===== src/rtl/mlr_pkg.sv =====
// shared types and constants of the multichannel linear ramp
`default_nettype none

package mlr_pkg;

    localparam int unsigned CH_W        = 5;
    localparam int unsigned LEVEL_W     = 15;
    localparam int unsigned TICK_W      = 16;
    localparam int unsigned PROD_W      = LEVEL_W + TICK_W;
    localparam int unsigned QUOT_W      = LEVEL_W;
    localparam int unsigned DIV_STEPS   = QUOT_W;
    localparam int unsigned DIV_CNT_W   = $clog2(DIV_STEPS + 1);
    localparam int unsigned MAX_LIVE_CH = 32;
    localparam int unsigned NUM_CHANNELS_DEF = 32;

    localparam logic [LEVEL_W-1:0] LEVEL_MAX = LEVEL_W'(25600);

    typedef enum logic {
        CMD_START = 1'b0,
        CMD_TICK  = 1'b1
    } t_cmd;

endpackage

`default_nettype wire


===== src/rtl/mlr_div.sv =====
// iterative restoring divider, one quotient bit per cycle
`default_nettype none

module mlr_div
    import mlr_pkg::*;
(
    input  wire logic                i_clk,
    input  wire logic                i_rst_n,
    input  wire logic                i_start,
    input  wire logic [PROD_W-1:0]   i_dividend,
    input  wire logic [TICK_W-1:0]   i_divisor,
    output logic                     o_done,
    output logic [QUOT_W-1:0]        o_quot
);

    logic [TICK_W-1:0]    r_rem;
    logic [QUOT_W-1:0]    r_quo;
    logic [TICK_W-1:0]    r_div;
    logic [DIV_CNT_W-1:0] r_cnt;
    logic                 r_done;

    logic [TICK_W:0] w_trial;
    logic [TICK_W:0] w_diff;
    logic            w_ge;

    assign w_trial = {r_rem, r_quo[QUOT_W-1]};
    assign w_diff  = w_trial - {1'b0, r_div};
    assign w_ge    = (w_trial >= {1'b0, r_div});

    // quotient fits in QUOT_W bits, so the upper dividend part is already below the divisor
    always_ff @(posedge i_clk) begin
        if (i_start) begin
            r_rem <= i_dividend[PROD_W-1:QUOT_W];
            r_quo <= i_dividend[QUOT_W-1:0];
            r_div <= i_divisor;
        end else if (r_cnt != '0) begin
            r_rem <= w_ge ? w_diff[TICK_W-1:0] : w_trial[TICK_W-1:0];
            r_quo <= {r_quo[QUOT_W-2:0], w_ge};
        end
    end

    always_ff @(posedge i_clk) begin
        if (!i_rst_n) begin
            r_cnt  <= '0;
            r_done <= 1'b0;
        end else begin
            r_done <= (r_cnt == DIV_CNT_W'(1));
            if (i_start) begin
                r_cnt <= DIV_CNT_W'(DIV_STEPS);
            end else if (r_cnt != '0) begin
                r_cnt <= r_cnt - DIV_CNT_W'(1);
            end
        end
    end

    assign o_done = r_done;
    assign o_quot = r_quo;

endmodule

`default_nettype wire


===== src/rtl/multichannel_linear_ramp.sv =====
// top level: per-channel ramp state, tick sequencer and result register
//
// input channel: i_valid / o_stall carry one command per transfer. a start
// command loads a ramp on one channel and gives no result.
// a tick command walks the live channels in order and gives one result per
// channel on the output channel (o_valid / i_stall), o_last on the final one.
// a channel that is idle or finishing its ramp passes through S_CALC and
// S_OUT; a channel still ramping runs one multiply in S_CALC, then the
// shared bit-serial divider in S_DIV, the level update in S_FIN and S_OUT.
// o_stall is high from the accepted tick until its last result transfers.
// a stalled result holds in the output register and the walk waits on it.
// reset idles every channel and clears every level to zero.
`default_nettype none

module multichannel_linear_ramp
    import mlr_pkg::*;
#(
    parameter int unsigned NUM_CHANNELS = NUM_CHANNELS_DEF
) (
    input  wire logic               i_clk,
    input  wire logic               i_rst_n,
    input  wire logic               i_valid,
    output logic                    o_stall,
    input  wire logic               i_command,
    input  wire logic [CH_W-1:0]    i_channel,
    input  wire logic [LEVEL_W-1:0] i_target_level,
    input  wire logic [TICK_W-1:0]  i_ramp_ticks,
    output logic                    o_valid,
    input  wire logic               i_stall,
    output logic [CH_W-1:0]         o_channel_out,
    output logic [LEVEL_W-1:0]      o_level,
    output logic                    o_ramping,
    output logic                    o_last
);

    localparam int unsigned LIVE_CH = (NUM_CHANNELS < MAX_LIVE_CH) ? NUM_CHANNELS : MAX_LIVE_CH;
    localparam int unsigned IDX_W   = (LIVE_CH > 1) ? $clog2(LIVE_CH) : 1;
    localparam logic [IDX_W-1:0] LAST_IDX = IDX_W'(LIVE_CH - 1);

    typedef enum logic [4:0] {
        S_IDLE = 5'b00001,
        S_CALC = 5'b00010,
        S_DIV  = 5'b00100,
        S_FIN  = 5'b01000,
        S_OUT  = 5'b10000
    } t_state;

    t_state r_state, n_state;

    logic [LEVEL_W-1:0] r_cur_level   [0:LIVE_CH-1];
    logic [LEVEL_W-1:0] r_start_level [0:LIVE_CH-1];
    logic [LEVEL_W-1:0] r_target      [0:LIVE_CH-1];
    logic [LEVEL_W-1:0] r_delta_mag   [0:LIVE_CH-1];
    logic               r_delta_neg   [0:LIVE_CH-1];
    logic [TICK_W-1:0]  r_elapsed     [0:LIVE_CH-1];
    logic [TICK_W-1:0]  r_duration    [0:LIVE_CH-1];
    logic               r_active      [0:LIVE_CH-1];

    logic [IDX_W-1:0]   r_ch, n_ch;
    logic [LEVEL_W-1:0] r_out_level, n_out_level;
    logic               r_out_ramping, n_out_ramping;

    logic               w_in_xfer;
    logic               w_start_ok;
    logic [IDX_W-1:0]   w_idx;
    logic [IDX_W-1:0]   w_wr_idx;
    logic [LEVEL_W-1:0] w_tgt_sat;
    logic [LEVEL_W-1:0] w_cur_rd;
    logic [TICK_W:0]    w_cnt;
    logic               w_finish;
    logic [PROD_W-1:0]  w_prod;
    logic [LEVEL_W-1:0] w_new_level;
    logic               w_div_start;
    logic               w_div_done;
    logic [QUOT_W-1:0]  w_quot;

    assign w_in_xfer  = i_valid && !o_stall;
    assign w_start_ok = w_in_xfer && (t_cmd'(i_command) == CMD_START)
                        && ({1'b0, i_channel} < (CH_W + 1)'(LIVE_CH));
    assign w_wr_idx   = i_channel[IDX_W-1:0];
    assign w_idx      = (r_state == S_IDLE) ? w_wr_idx : r_ch;
    assign w_cur_rd   = r_cur_level[w_idx];
    assign w_tgt_sat  = (i_target_level > LEVEL_MAX) ? LEVEL_MAX : i_target_level;

    assign w_cnt    = {1'b0, r_elapsed[r_ch]} + (TICK_W + 1)'(1);
    assign w_finish = (w_cnt >= {1'b0, r_duration[r_ch]});
    assign w_prod   = PROD_W'(r_delta_mag[r_ch]) * PROD_W'(w_cnt[TICK_W-1:0]);

    assign w_div_start = (r_state == S_CALC) && r_active[r_ch] && !w_finish;

    assign w_new_level = r_delta_neg[r_ch] ? (r_start_level[r_ch] - w_quot)
                                           : (r_start_level[r_ch] + w_quot);

    mlr_div u_div (
        .i_clk      (i_clk),
        .i_rst_n    (i_rst_n),
        .i_start    (w_div_start),
        .i_dividend (w_prod),
        .i_divisor  (r_duration[r_ch]),
        .o_done     (w_div_done),
        .o_quot     (w_quot)
    );

    always_comb begin
        n_state       = r_state;
        n_ch          = r_ch;
        n_out_level   = r_out_level;
        n_out_ramping = r_out_ramping;
        unique case (r_state)
            S_IDLE: begin
                if (w_in_xfer && (t_cmd'(i_command) == CMD_TICK)) begin
                    n_ch    = '0;
                    n_state = S_CALC;
                end
            end
            S_CALC: begin
                if (!r_active[r_ch]) begin
                    n_out_level   = w_cur_rd;
                    n_out_ramping = 1'b0;
                    n_state       = S_OUT;
                end else if (w_finish) begin
                    n_out_level   = r_target[r_ch];
                    n_out_ramping = 1'b0;
                    n_state       = S_OUT;
                end else begin
                    n_state = S_DIV;
                end
            end
            S_DIV: begin
                if (w_div_done) begin
                    n_state = S_FIN;
                end
            end
            S_FIN: begin
                n_out_level   = w_new_level;
                n_out_ramping = 1'b1;
                n_state       = S_OUT;
            end
            S_OUT: begin
                if (!i_stall) begin
                    if (r_ch == LAST_IDX) begin
                        n_state = S_IDLE;
                    end else begin
                        n_ch    = r_ch + IDX_W'(1);
                        n_state = S_CALC;
                    end
                end
            end
            default: begin
                n_state = S_IDLE;
            end
        endcase
    end

    always_ff @(posedge i_clk) begin
        if (!i_rst_n) begin
            r_state <= S_IDLE;
            r_ch    <= '0;
            for (int i = 0; i < LIVE_CH; i++) begin
                r_active[i]    <= 1'b0;
                r_cur_level[i] <= '0;
            end
        end else begin
            r_state <= n_state;
            r_ch    <= n_ch;
            if (w_start_ok) begin
                r_active[w_wr_idx] <= 1'b1;
            end else if ((r_state == S_CALC) && r_active[r_ch] && w_finish) begin
                r_active[r_ch]    <= 1'b0;
                r_cur_level[r_ch] <= r_target[r_ch];
            end else if (r_state == S_FIN) begin
                r_cur_level[r_ch] <= w_new_level;
            end
        end
    end

    // ramp parameters and result register; the parameters are only read while the channel is active
    always_ff @(posedge i_clk) begin
        r_out_level   <= n_out_level;
        r_out_ramping <= n_out_ramping;
        if (w_start_ok) begin
            r_target[w_wr_idx]      <= w_tgt_sat;
            r_start_level[w_wr_idx] <= w_cur_rd;
            r_delta_neg[w_wr_idx]   <= (w_tgt_sat < w_cur_rd);
            r_delta_mag[w_wr_idx]   <= (w_tgt_sat < w_cur_rd) ? (w_cur_rd - w_tgt_sat)
                                                              : (w_tgt_sat - w_cur_rd);
            r_elapsed[w_wr_idx]     <= '0;
            r_duration[w_wr_idx]    <= i_ramp_ticks;
        end else if ((r_state == S_CALC) && r_active[r_ch]) begin
            if (w_finish) begin
                r_elapsed[r_ch]  <= '0;
                r_duration[r_ch] <= '0;
            end else begin
                r_elapsed[r_ch] <= w_cnt[TICK_W-1:0];
            end
        end
    end

    assign o_stall       = (r_state != S_IDLE);
    assign o_valid       = (r_state == S_OUT);
    assign o_channel_out = CH_W'(r_ch);
    assign o_level       = r_out_level;
    assign o_ramping     = r_out_ramping;
    assign o_last        = (r_ch == LAST_IDX);

endmodule

`default_nettype wire

===== config.mk =====
export PLATFORM = sky130hd
export DESIGN_NAME = multichannel_linear_ramp
export DESIGN_NICKNAME = d
export VERILOG_FILES = /design/src/rtl/mlr_pkg.sv /design/src/rtl/mlr_div.sv /design/src/rtl/multichannel_linear_ramp.sv
export SDC_FILE = /design/constraint.sdc
export NUM_CORES = 2
export LEC_CHECK = 0
export ABC_AREA = 1
export BUFFER_PORTS_ARGS = -buffer_cell sky130_fd_sc_hd__buf_2
export CAP_MARGIN = 15
export CORE_ASPECT_RATIO = 1.2
export CORE_MARGIN = 2
export CORE_UTILIZATION = 50
export CTS_BUF_LIST = sky130_fd_sc_hd__clkbuf_4
export DETAILED_ROUTE_END_ITERATION = 10
export PLACE_DENSITY = 0.76
export SLEW_MARGIN = 20
export SYNTH_ARGS = -nofsm -noshare
export SYNTH_HDL_FRONTEND = slang
export SYNTH_HIERARCHICAL = 1
export SYNTH_SLANG_ARGS = --single-unit

===== constraint.sdc =====
create_clock -name i_clk -period 12.98 [get_ports i_clk]
set_clock_uncertainty 0.15 [all_clocks]
set_input_delay 1.947 -clock i_clk [delete_from_list [all_inputs] [get_ports i_clk]]
set_output_delay 1.947 -clock i_clk [all_outputs]
set_load 0.005 [all_outputs]

## Word-level counts from Yosys, hierarchy flattened

Memories as Yosys holds them, arrays and structs flattened. A register that Yosys moved wholly into a read port is not among the register bits.
Cells that the tools add are included.

| storage, ports and cells | value |
|---|---|
| bits in latches | 0 |
| input port bits | 41 |
| memory bits (read-only) | 0 |
| output and inout bits | 24 |
| memories kept | 8 |
| register bits | 78 |
| bits in writable memories | 3008 |

| operators by class | value |
|---|---|
| shift-type cells | 0 |
| add/sub/neg operators | 8 |
| mux-type cells | 81 |
| eq/ne operators | 13 |
| reductions and logical operators | 20 |
| bitwise operators | 3 |
| divide/modulo/power cells | 0 |
| magnitude comparators | 4 |
| multiply operators | 1 |

Memory list:

| name | depth | width | read ports | clocked after Yosys merged registers in | wr ports | line | source |
|---|---|---|---|---|---|---|---|
| r_duration | 32 | 16 | 1 | 1 | 1 | multichannel_linear_ramp.sv:56 | `logic [TICK_W-1:0] r_duration [0:LIVE_CH-1];` |
| r_elapsed | 32 | 16 | 1 | 1 | 1 | multichannel_linear_ramp.sv:55 | `logic [TICK_W-1:0] r_elapsed [0:LIVE_CH-1];` |
| r_cur_level | 32 | 15 | 1 | 0 | 32 | multichannel_linear_ramp.sv:50 | `logic [LEVEL_W-1:0] r_cur_level [0:LIVE_CH-1];` |
| r_delta_mag | 32 | 15 | 1 | 1 | 1 | multichannel_linear_ramp.sv:53 | `logic [LEVEL_W-1:0] r_delta_mag [0:LIVE_CH-1];` |
| r_start_level | 32 | 15 | 1 | 1 | 1 | multichannel_linear_ramp.sv:51 | `logic [LEVEL_W-1:0] r_start_level [0:LIVE_CH-1];` |
| r_target | 32 | 15 | 1 | 1 | 1 | multichannel_linear_ramp.sv:52 | `logic [LEVEL_W-1:0] r_target [0:LIVE_CH-1];` |
| 2 more memories | -- | -- | -- | -- | -- | -- |  |

Operators with widths:

| kind | number |
|---|---|
| two-way mux 5 bit | 28 |
| two-way mux 15 bit | 9 |
| two-way mux 16 bit | 6 |
| subtractor 15 bit | 3 |
| greater-or-equal comparator 17 x 16 -> 1 bit | 2 |
| OR reduction 16 bit | 2 |
| multiplier 15 x 16 -> 31 bit | 1 |
| two-way mux 1 bit | 31 |
| case mux 15 bit (2 select lines) | 1 |
| case mux 5 bit (5 select lines) | 1 |
| adder 16 x 1 -> 17 bit (second input constant) | 1 |
| subtractor 16 bit | 1 |
| adder 15 bit | 1 |
| greater-than comparator 15 bit (second input constant) | 1 |
| < comparator 15 bit | 1 |
| OR reduction 15 bit | 1 |
| == test 5 bit (second input constant) | 2 |
| case mux 5 bit (2 select lines) | 1 |
| two-way mux 4 bit | 2 |
| logical AND 1 bit | 6 |
| nonzero test 2 bit | 3 |
| adder 5 x 1 -> 5 bit (second input constant) | 1 |
| == test 5 x 1 -> 1 bit (second input constant) | 1 |
| == test 5 x 2 -> 1 bit (second input constant) | 1 |
| 18 further kinds | 23 |

## Logic depth before layout (Yosys ltp)

| logic depth | value |
|---|---|
| word-level depth | 10 |
| gate-level depth with buffers | 46 |

## Hierarchy

The synthesis kept the hierarchy.

By module, submodules not included:

| module | cells an instance | times used | area an instance (um2) |
|---|---|---|---|
| multichannel_linear_ramp | 11438 | 1 | 134211.2 |
| mlr_div | 458 | 1 | 3432.0 |

## Worst setup path before layout

Ideal clock, no wire load.

| path | value |
|---|---|
| kind | input to register |
| start point | input i_channel[0] |
| end point | memory r_delta_mag[0][13] (data pin) |
| stages | 21 |
| path buffers | 2 |
| setup slack | 4402 ps |
| library setup time | 371 ps |
| arrival | 8057 ps |
| required time | 12459 ps |
| cell sequence | inv_1 -> o21ai_1 -> inv_1 -> clkbuf_1 -> clkbuf_1 -> nor2_1 -> o221ai_1 -> o211ai_1 -> nand2_1 -> inv_1 -> o21ai_0 -> ha_1 -> nand2_1 -> inv_1 -> a21oi_1 -> o2111ai_1 -> clkinv_1 -> nand2_1 -> o21ai_0 -> o41ai_1 -> xor2_1 |

| on the way | value |
|---|---|
| longest elaborated chain between the ends | 4 |
| elaborated cells between the ends (all ways) | 6 |
| those cells by class | add/sub: 2; order compare: 1; mux: 2; memory: 1 |

Ends and longest elaborated chain:

| element | line | source |
|---|---|---|
| start, declared | multichannel_linear_ramp.sv:25 | `input wire logic [CH_W-1:0] i_channel,` |
| two-way mux 5 bit * | multichannel_linear_ramp.sv:81 | `assign w_idx = (r_state == S_IDLE) ? w_wr_idx : r_ch;` |
| memory read (32 x 15 bit) * | -- |  |
| net w_cur_rd[9] | multichannel_linear_ramp.sv:68 | `logic [LEVEL_W-1:0] w_cur_rd;` |
| subtractor 15 bit, or another cell as far along | multichannel_linear_ramp.sv:186 | `: (w_tgt_sat - w_cur_rd);` |
| two-way mux 15 bit * | multichannel_linear_ramp.sv:185 | `r_delta_mag[w_wr_idx] <= (w_tgt_sat < w_cur_rd) ? (w_cur_rd - w_tgt_sat)` |
| end, declared | multichannel_linear_ramp.sv:53 |  |

Mark *: on every way through the listed nets, which the timed path passes. The rest lies on a longest branch.

==> results.json <==
{
  "seq_area_frac_synth_pct": 67.1,
  "critical_path.slowest_cell": "sky130_fd_sc_hd__dfxtp_4",
  "drt-wirelength-per-cell_um": 23.8,
  "stdcell_area_um2": 151000,
  "placedInstanceArea_um2": 142000,
  "cts.sink_count": 3091,
  "detailedPlacementHpwl_um": 218000,
  "grt_start_max_net_pins": 300,
  "endpoint_kind": "flip-flop",
  "syn-mean-instance-area_um2": 11.6,
  "met1_usage_pct": 34.1,
  "coreArea_um2": 275000,
  "use_met3_pct": 5.65,
  "max_stage_delay_ns": 0.82,
  "setup_violations": 0,
  "most-common-layout-cells": "sky130_fd_sc_hd__edfxtp_1 (3,039), sky130_fd_sc_hd__nor2_1 (2,008), sky130_fd_sc_hd__nand2_1 (1,699)",
  "ys.flop_type": "sky130_fd_sc_hd__edfxtp_1",
  "synth-edff-count": 3039,
  "maxClockFrequency_mhz": 90.4,
  "post_synth_instance_area_um2": 138000,
  "numCtsBuffers": 720,
  "vdd_drop_max_v": 0.000329,
  "core.rowCount": 211,
  "global_route.usage.met2_pct": 44.1,
  "switching_share_pct": 31.7,
  "sequentialPowerShare_pct": 49.1,
  "boundaryPins": 65,
  "ctsResizeCount": 0,
  "clk-insertion-delay-late_ns": 1.39,
  "cts.clk_slew.worst_paths_ns": 0.08,
  "drive_gt1_share_pct": 13.1,
  "ys_types": 65,
  "critical_path.startpoint_type": "flip-flop",
  "worst_hold_path_type": "reg -> reg",
  "comb_power_share_pct": 22.4,
  "synth-seq-cells": 3091,
  "worstPathMaxFanout": 299,
  "floorplan.initialDensity_pct": 50.1,
  "via_count": 98909,
  "timing_worst_slew_pin_value_ns": 1.25,
  "worst_ep_required_time_ns": 13.96,
  "cell_internal_pwr_mw": 18.9,
  "rsz0062_at_grt": "false",
  "hold_viol_final": 0,
  "synth_warnings": 6,
  "grt_use_total_pct": 27.2,
  "synthesis.instances": 11896,
  "status": "completed",
  "finalCritPeriodShare_pct": 85.2,
  "hold_buffers": 0,
  "power.share.clock_pct": 28.5,
  "wirelength_um": 389000,
  "port_buffers": 64,
  "die_y_um": 579,
  "power.switching_mw": 8.76,
  "h_tree_lvl_count": 6,
  "grt_pass1_vias": 95191,
  "crit_type": "reg -> reg",
  "layout_commonest_cell": "sky130_fd_sc_hd__edfxtp_1",
  "viasPerCell": 6.05,
  "synthesized_netlist_net_count": 12301,
  "die_width_um": 483,
  "max-slew-margin-rel_pct": 16.8,
  "stdcell_count": 16349,
  "drv_slew": 0,
  "grt_antenna_before_repair": 14,
  "top_usage_layer": "met2",
  "synth-async-reset-ratio_pct": 0,
  "cts_buffer_depth": 4,
  "routabilityCongestion": 0.957,
  "design.die.area_um2": 280000,
  "totalNegativeSetupSlack_ns": 0,
  "power.leakage_nw": 55.7,
  "areaGrowthSynthToFinish_pct": 9.60,
  "layout.nets": 12570,
  "finalWorstPathRequiredPeriod_ns": 11.06,
  "layout.filler_cells": 22221,
  "ant_nets": 0,
  "worst-endpoint-arrival_ns": 12.04,
  "detail_route.first_pass.iterations": 8,
  "cts-root-buf": "sky130_fd_sc_hd__clkbuf_4",
  "detail_route.drc_violations": 0,
  "clock_tree_from_tritoncts": "yes",
  "initialDrtViolationCount": 13416,
  "post_cts_buffers": 0,
  "drv.max_cap_violation_count": 0,
  "grt_overflow": 0,
  "power.density_nw_per_um2": 183,
  "grt_first_pass_wirelength_um": 575000,
  "place.detailed.instances": 15063
}
==> Yosys cell counts (all sizes together) (4+ instances only) <==
cell type / instances / area share, %
edfxtp: 3039 / 66
nor2: 2111 / 5.9
nand2: 1721 / 4.8
o21ai: 1415 / 5.2
nand3: 614 / 2.3
inv: 537 / 1.5
o22ai: 430 / 2.0
buf: 421 / 1.8
clkbuf: 361 / 0.98
a21oi: 264 / 0.96
fa: 184 / 2.7
ha: 180 / 1.6
o221ai: 178 / 1.1
xor2: 56 / 0.36
dfxtp: 52 / 0.76
a221oi: 48 / 0.31
o211ai: 47 / 0.26
a32o: 40 / 0.29
nor3: 31 / 0.12
nand4: 17 / 0.077
xnor2: 17 / 0.11
nand3b: 13 / 0.071
a31oi: 12 / 0.055
nor4: 12 / 0.055
clkinv: 10 / 0.027
o31ai: 10 / 0.055
a311o: 9 / 0.065
o21bai: 9 / 0.049
or2: 9 / 0.041
a211oi: 6 / 0.033
a21o: 6 / 0.033
a221o: 6 / 0.044
o21a: 6 / 0.033
o32ai: 6 / 0.038
and2: 5 / 0.023
mux2i: 4 / 0.029
==> path summary, 6_finish.rpt <==
path	start	to	slack, ns	cells past startpoint
worst max-delay path	flip-flop	u_div/r_rem[12]	1.92	37
worst min-delay path	u_div/r_cnt[3]	u_div/o_done	0.31	3
worst max register to register	flip-flop	u_div/r_rem[12]	1.92	37
worst min register to register	u_div/r_cnt[3]	u_div/o_done	0.31	3
==> per-layer routing <==
layer,share of wire (%),up-vias
met3,12,1155
met1,35,47634
li1,-,43369
met4,5.7,4
met5,0.0069,-
met2,47,6747
==> power by group through the flow <==
stage,clock network [mW],registers [mW],logic (mW)
2_1_floorplan,0,13.8,3.46
3_3_place_gp,0,13.8,5.92
3_5_place_dp,0,13.8,6.00
4_1_cts,7.93,13.5,6.03
5_1_grt,8.44,13.6,6.63
6_report,7.86,13.6,6.20
==> final cells by class <==
type	count	area, um^2	share of cell area, %
Antenna cell	10	25.0	0.0166
Clock buffer	1073	8060	5.34
Clock inverter	202	1210	0.805
Inverter	547	2120	1.40
Multi-Input combinational cell	7476	40000	26.5
Sequential cell	3091	92300	61.2
Tap cell	3621	4530	3.00
Timing Repair Buffer	329	2560	1.70
==> state kept, by name, summed over array words and instances (netlist names), 32 cells and up, named ones only <==
register,cells
r_cur_level,480
r_delta_neg,32
r_active,32
r_target,480
r_duration,512
r_delta_mag,480
r_elapsed,512
r_start_level,480
==> worst max-delay path: cells and delay by family, from the launching register on <==
kind                     cells  cell delay [ns]
AND/OR/NAND/NOR             11             1.40
buffers and inverters        8             1.75
XOR/XNOR                     1             0.11
flip-flops                   1             0.82
AO/OA/AOI/OAI                9             2.68
adder cells (fa/ha/maj)      8             3.68
==> cell families (layout without fill, tap and decap cells) <==
logic type | after synthesis | count (layout) | synth area share, %
and+or+nand+nor | 4534 | 4534 | 13.3
DFF | 3091 | 3091 | 67.1
AOI/OAI and AO/OA | 2501 | 2501 | 10.5
buffers and inverters | 1329 | 2151 | 4.32
adders and majority gates | 364 | 364 | 4.31
xor gates and xnor gates | 73 | 73 | 0.465
muxes | 4 | 4 | 0.0291
other | 0 | 10 | 0
==> through the flow <==
stage | utilization, % | hold WS [ns] | power, mW | setup slack, ns
floorplan | - | 0.294 | 17.2 | 4.40
global placement | 51.5 | 0.302 | 19.7 | 2.38
detailed placement | 51.5 | 0.307 | 19.8 | 2.20
CTS | 54.9 | 0.317 | 27.5 | 2.26
global route | 54.9 | 0.347 | 28.6 | 1.29
finish | 54.9 | 0.311 | 27.6 | 1.92
Note: power is estimated with default switching activity, not from simulation.
